`src/opl_pkg.sv`:
```
package opl_pkg;

  localparam int GainW = 25;
  localparam int CoefW = 25;
  localparam int ThrW = 21;
  localparam int OutW = 22;
  localparam int DbW = 16;
  localparam int CfgAddrW = 2;
  localparam int CfgDataW = 25;
  localparam int QuoW = 24;
  localparam int LogSteps = 16;

  localparam logic [GainW-1:0] GainOne = 25'd16777216;
  localparam logic [GainW-1:0] GainNearOne = 25'd16777200;
  localparam logic [GainW-1:0] GainTiny = 25'd16;
  localparam logic [18:0] DbK = 19'd394566;
  localparam logic [DbW-1:0] DbFloorMag = 16'd30720;

  localparam logic [ThrW-1:0] ThrRst = 21'd933254;
  localparam logic [CoefW-1:0] AtkRst = 25'd345960;
  localparam logic [CoefW-1:0] RelRst = 25'd4369;

  typedef enum logic [CfgAddrW-1:0] {
    REG_ENABLE = 2'd0,
    REG_THRESHOLD = 2'd1,
    REG_ATTACK = 2'd2,
    REG_RELEASE = 2'd3
  } reg_idx_t;

  typedef struct packed {
    logic load;
    logic div_step;
    logic step_mul;
    logic upd;
    logic out_mul;
    logic log_init;
    logic log_step;
    logic db_mul;
    logic fin;
  } opl_cmd_t;

  typedef struct packed {
    logic bypass;
    logic out_free;
  } opl_stat_t;

endpackage

```
`src/opl_ctrl.sv`:
```
module opl_ctrl (
  input  logic              clk,
  input  logic              rst_n,
  input  logic              in_valid,
  output logic              in_stall,
  input  opl_pkg::opl_stat_t stat,
  output opl_pkg::opl_cmd_t  cmd
);
  import opl_pkg::*;

  typedef enum logic [3:0] {
    S_IDLE, S_DIV, S_STEP, S_UPD, S_OMUL, S_LNORM, S_LOG, S_DBMUL, S_FIN
  } state_t;

  state_t state_r, state_nxt;
  logic [4:0] cnt_r, cnt_nxt;
  logic accept;

  assign in_stall = (state_r != S_IDLE);
  assign accept = in_valid && !in_stall;

  always_comb begin
    cmd = '0;
    state_nxt = state_r;
    cnt_nxt = cnt_r;
    unique case (state_r)
      S_IDLE: begin
        cnt_nxt = '0;
        if (accept) begin
          cmd.load = 1'b1;
          state_nxt = stat.bypass ? S_FIN : S_DIV;
        end
      end
      S_DIV: begin
        cmd.div_step = 1'b1;
        cnt_nxt = cnt_r + 5'd1;
        if (cnt_r == 5'(QuoW - 1)) begin
          state_nxt = S_STEP;
        end
      end
      S_STEP: begin
        cmd.step_mul = 1'b1;
        state_nxt = S_UPD;
      end
      S_UPD: begin
        cmd.upd = 1'b1;
        state_nxt = S_OMUL;
      end
      S_OMUL: begin
        cmd.out_mul = 1'b1;
        state_nxt = S_LNORM;
      end
      S_LNORM: begin
        cmd.log_init = 1'b1;
        cnt_nxt = '0;
        state_nxt = S_LOG;
      end
      S_LOG: begin
        cmd.log_step = 1'b1;
        cnt_nxt = cnt_r + 5'd1;
        if (cnt_r == 5'(LogSteps - 1)) begin
          state_nxt = S_DBMUL;
        end
      end
      S_DBMUL: begin
        cmd.db_mul = 1'b1;
        state_nxt = S_FIN;
      end
      S_FIN: begin
        if (stat.out_free) begin
          cmd.fin = 1'b1;
          state_nxt = S_IDLE;
        end
      end
      default: state_nxt = S_IDLE;
    endcase
  end

  always_ff @(posedge clk) begin
    if (!rst_n) begin
      state_r <= S_IDLE;
      cnt_r <= '0;
    end else begin
      state_r <= state_nxt;
      cnt_r <= cnt_nxt;
    end
  end

`ifndef SYNTH
  a_log_cnt: assert property (@(posedge clk) disable iff (!rst_n)
    state_r == S_LOG |-> cnt_r < 5'(LogSteps)) else $error("log count overrun");
  a_div_cnt: assert property (@(posedge clk) disable iff (!rst_n)
    state_r == S_DIV |-> cnt_r < 5'(QuoW)) else $error("div count overrun");
  a_fin_free: assert property (@(posedge clk) disable iff (!rst_n)
    cmd.fin |-> stat.out_free) else $error("result dropped");
`endif
endmodule

```
`config.mk`:
```
export PLATFORM = sky130hd
export DESIGN_NAME = opl_ctrl
export DESIGN_NICKNAME = d
export VERILOG_FILES = /design/src/opl_pkg.sv /design/src/opl_ctrl.sv
export SDC_FILE = /design/constraint.sdc
export NUM_CORES = 1
export LEC_CHECK = 0
export BUFFER_PORTS_ARGS = -buffer_cell sky130_fd_sc_hd__buf_2
export CAP_MARGIN = 20
export CORE_ASPECT_RATIO = 0.5
export CORE_MARGIN = 8
export CORE_UTILIZATION = 25
export CTS_CLUSTER_SIZE = 16
export DETAILED_ROUTE_END_ITERATION = 8
export PLACE_DENSITY_LB_ADDON = 0.08
export SYNTH_ARGS = -nofsm -noshare
export SYNTH_HDL_FRONTEND = slang
export SYNTH_SLANG_ARGS = --single-unit
export TNS_END_PERCENT = 1
```
`constraint.sdc`:
```
create_clock -name clk -period 3.45 [get_ports clk]
set_input_delay 0.345 -clock clk [delete_from_list [all_inputs] [get_ports clk]]
set_output_delay 0.345 -clock clk [all_outputs]
set_load 0.05 [all_outputs]
```
==> Word-level counts from Yosys, hierarchy flattened <==
Index checks and enable logic that the tools add are counted.
{ "classes": {"n_addsub": 1, "muxes": 18, "eq_ne": 14, "reduce_logical": 8} }
{ "ops": {"columns": ["cell", "count"], "rows": [
  ["4-bit case mux with 9 select lines", 1],
  ["4-bit 2-to-1 mux", 5],
  ["4-bit by 3-bit equality test with 1-bit output (second input constant)", 4],
  ["1-bit 2-to-1 mux", 11],
  ["5-bit case mux with 2 select lines", 1],
  ["4-bit by 2-bit equality test with 1-bit output (second input constant)", 2],
  ["2-bit != test (second input constant)", 4],
  ["5-bit by 1-bit adder with 5-bit output (second input constant)", 1],
  ["5-bit by 4-bit equality test with 1-bit output (second input constant)", 1],
  ["5-bit equality test (second input constant)", 1],
  ["4-bit by 1-bit equality test with 1-bit output (second input constant)", 1],
  ["4-bit equality test (second input constant)", 1],
  ["4-bit zero test", 1],
  ["4-bit AND reduction", 1],
  ["4-bit nonzero test", 1],
  ["2-bit OR reduction", 2],
  ["2-bit nonzero test", 1],
  ["1-bit logical AND", 1],
  ["1-bit zero test", 1]
]} }
{ "word_totals": {"reg_bits": 9, "out_inout_bits": 10, "elab_cells": 43, "input_bits": 5} }

==> Depth between registers and ports, before layout <==
{ "logic_depth": {"ltp_word": 5, "ltp_mapped": 6, "mapped_depth_nobuf": 6} }

==> Least setup slack after synthesis <==
No wires, ideal clock.
{ "synth_timing": {"path_kind": "register -> output", "start": "register state_r[0]", "end": "output cmd[4] in the netlist's numbering", "path_slack_ns": 1.294, "required_ns": 3.105, "path_buffers": 1, "arrival_ns": 1.811, "path_stages_with_launch": 4, "path_cell_list": "dfxtp_1 > buf_2 > or2b_1 > nor3_1"} }
{ "synth_rtl": {"columns": ["element", "line", "source"], "rows": [
  ["from (decl)", "opl_ctrl.sv:15", "state_t state_r, state_nxt;"],
  ["from (signal assigned)", "opl_ctrl.sv:84", "state_r <= state_nxt;"],
  ["to (decl)", "opl_ctrl.sv:7", "output opl_pkg::opl_cmd_t cmd"]
]} }

==> out/metrics.yaml <==
clock_network:
  clockBufferDepth: 2
  cts_resized: 0
  clock_latency_ns: 0.23
  clockRootBuffer: "clkbuf_8"
  path_clk_slew_ns: 0.05
  cts_tree: "yes"
  h-tree-depth: 1
  cts_hold_repair.buffers: 0
  post_cts_buffers: 0
  clock-sinks: 9
  numCtsBuffers: 3
timing:
  tns_ns: 0
  hold_slack_ns: 0.446
  hold_viol: 0
  fin_crit_sh_pct: 57.8
  fin_skew_ns: 0.00195
  fin_crit_ns: 2.00
  slew_headroom_pct: 59.2
  worstMarginPinSlew_ns: 0.611
  fmax_mhz: 501
  finalSetupViolations: 0
  rsz0062_at_grt: "no"
  final-max-slew-violation-count: 0
detailed_routing:
  wl_met3_um: 68
  viasPerCell: 4.51
  wl_met2_um: 746
  drt_pass1_iterations: 4
  drt_iter0_markers: 26
  m1WireLength_um: 738
  via_count: 591
  highest_layer: "met4"
  drc: 0
  drt_wl_total_um: 1560
  ant_nets: 0
  avgRoutedWirePerCell_um: 11.9
synth:
  ys_seq_elements: 9
  synth_top_area_share_pct: 27.7
  seq_area_frac_synth_pct: 27.7
  yosys.area.top_type: "dfxtp_1"
  syn_inst: 80
  synth_nets: 87
  synth-main-ff-cell: "dfxtp_1"
  yosysWarnings: 0
  yosysMostFrequentCell: "dfxtp_1"
  synth_common_cells: "dfxtp_1, nor2_1, nand2_1, o21ai_1, a21boi_1"
  async_reset_ff_share_pct: 0
  yosysUniqueCellTypes: 31
  synth_edf_count: 0
  syn_area_um2: 649
  synth_area_leaders: "dfxtp_1, a21boi_1, o21ai_1"
  syn_area_per_cell_um2: 8.12
pwr:
  total_power_mw: 0.588
  vdd_ir_drop_max_v: 0.000258
  leakage_nw: 0.332
  power_density_nw_per_um2: 748
setup_path:
  cp-start-kind: "flop"
  critPathCaptureType: "output port"
  slowest_stage: "dfxtp_1"
  crit_required_ns: 3.11
  worstPathArrival_ns: 1.65
  crit_chain: "nand2b_1, nor3_1, buf_2"
  worstSetupPathType: "reg2out"
  crit_path_max_incr_delay_ns: 0.69
  cp_max_fo: 14
min_path:
  hold_path.class: "in2reg"
flow_run:
  max_cap_viol_count: 0
floorplanning:
  ios: 15
  initial_core_util_pct: 25.6
  fp.dieH_um: 52.0
  core_um2: 2540
  rows: 13
  die_width_um: 88.1
  die_area_um2: 4580
global_routing:
  antenna_found_initial: 0
  grt_pass1_vias: 574
  grt_pass1_wl_um: 2670
  gr-total-overflow: 0
  grtUsageTotal_pct: 7.86
  grt_max_degree: 17
placement:
  placed_cells: 127
  hpwlAfterDp_um: 1180
  port_buffers: 14
  place.gp.congestion: 0.751
final_layout:
  final_cells: 131
  fill_cells: 289
  fin_nets: 102
  area_growth_pct: 21.0
  drive_gt1_share_pct: 24.5
  final_util_pct: 31.0
  diodes: 0
run_status:
  status: "finished, final reports clean"
[cells in the final DEF, fill, tap and decap left out, drive strengths merged, types with 4 or more instances in the layout]
master,netlist,layout
a21boi,5,5
buf,3,14
clkbuf,1,4
dfxtp,9,9
nand2,7,7
nand2b,4,4
nor2,8,8
nor2b,4,4
nor3,6,6
o21ai,8,8
[report_power, final]
group          internal, mW  total [mW]  switching [mW]
logic                0.0985       0.286           0.188
registers             0.121       0.176          0.0550
clock network        0.0808       0.125          0.0447
total                 0.301       0.588           0.287
[final cells by class]
class / count / area (µm²) / area share [%]
Multi-Input combinational cell: 65 / 437 / 55.6
Timing Repair Buffer: 14 / 70.1 / 8.92
Tap cell: 37 / 46.3 / 5.89
Inverter: 2 / 7.51 / 0.955
Sequential cell: 9 / 180 / 22.9
Clock buffer: 4 / 45.0 / 5.73
[registers in the layout, summed over array words and instances, names as in the netlist]
name     cells
state_r      4
cnt_r        5
[logic make-up after synthesis]
kind of cell             Yosys count  share of synthesized area, %
AO/OA/AOI/OAI                     17                          16.6
AND/OR/NAND/NOR                   42                          40.1
XOR/XNOR                           3                          5.20
buffers and inverters              6                          5.01
adder cells (fa/ha/maj)            2                          3.85
flip-flops                         9                          27.7
multiplexers                       1                          1.54
[per-layer routing]
layer / up-vias / track usage (%)
li1: 308 / -
met1: 275 / 8.56
met2: 6 / 12.6
met3: 2 / 4.23
met4: 0 / 3.32
met5: - / 0
[path summary, 6_finish.rpt]
kind | startpoint | endpoint | slack (ns) | cells after the start
worst min register to register | cnt_r[1]$_SDFFE_PN0P_ | cnt_r[1]$_SDFFE_PN0P_ | 0.50 | 2
worst max register to register | state_r[1]$_SDFFE_PN0P_ | state_r[1]$_SDFFE_PN0P_ | 1.78 | 4
worst min-delay path | rst_n | cnt_r[1]$_SDFFE_PN0P_ | 0.45 | 2
worst max-delay path | state_r[1]$_SDFFE_PN0P_ | cmd[6] | 1.45 | 3
[critical path, delay by kind of cell, from the launching register on]
family | cells | cell delay [ns]
buffers and inverters | 1 | 0.29
and+or+nand+nor | 2 | 0.44
DFF | 1 | 0.69
[stage by stage]
step                      setup WS [ns]  cell area, µm²
final                              1.45             786
after global routing               1.30             786
after CTS                          1.42             786
after detailed placement           1.69             741
after global placement             1.70             741
after floorplan                    1.29             649
Power figures use the tool's default switching activity.
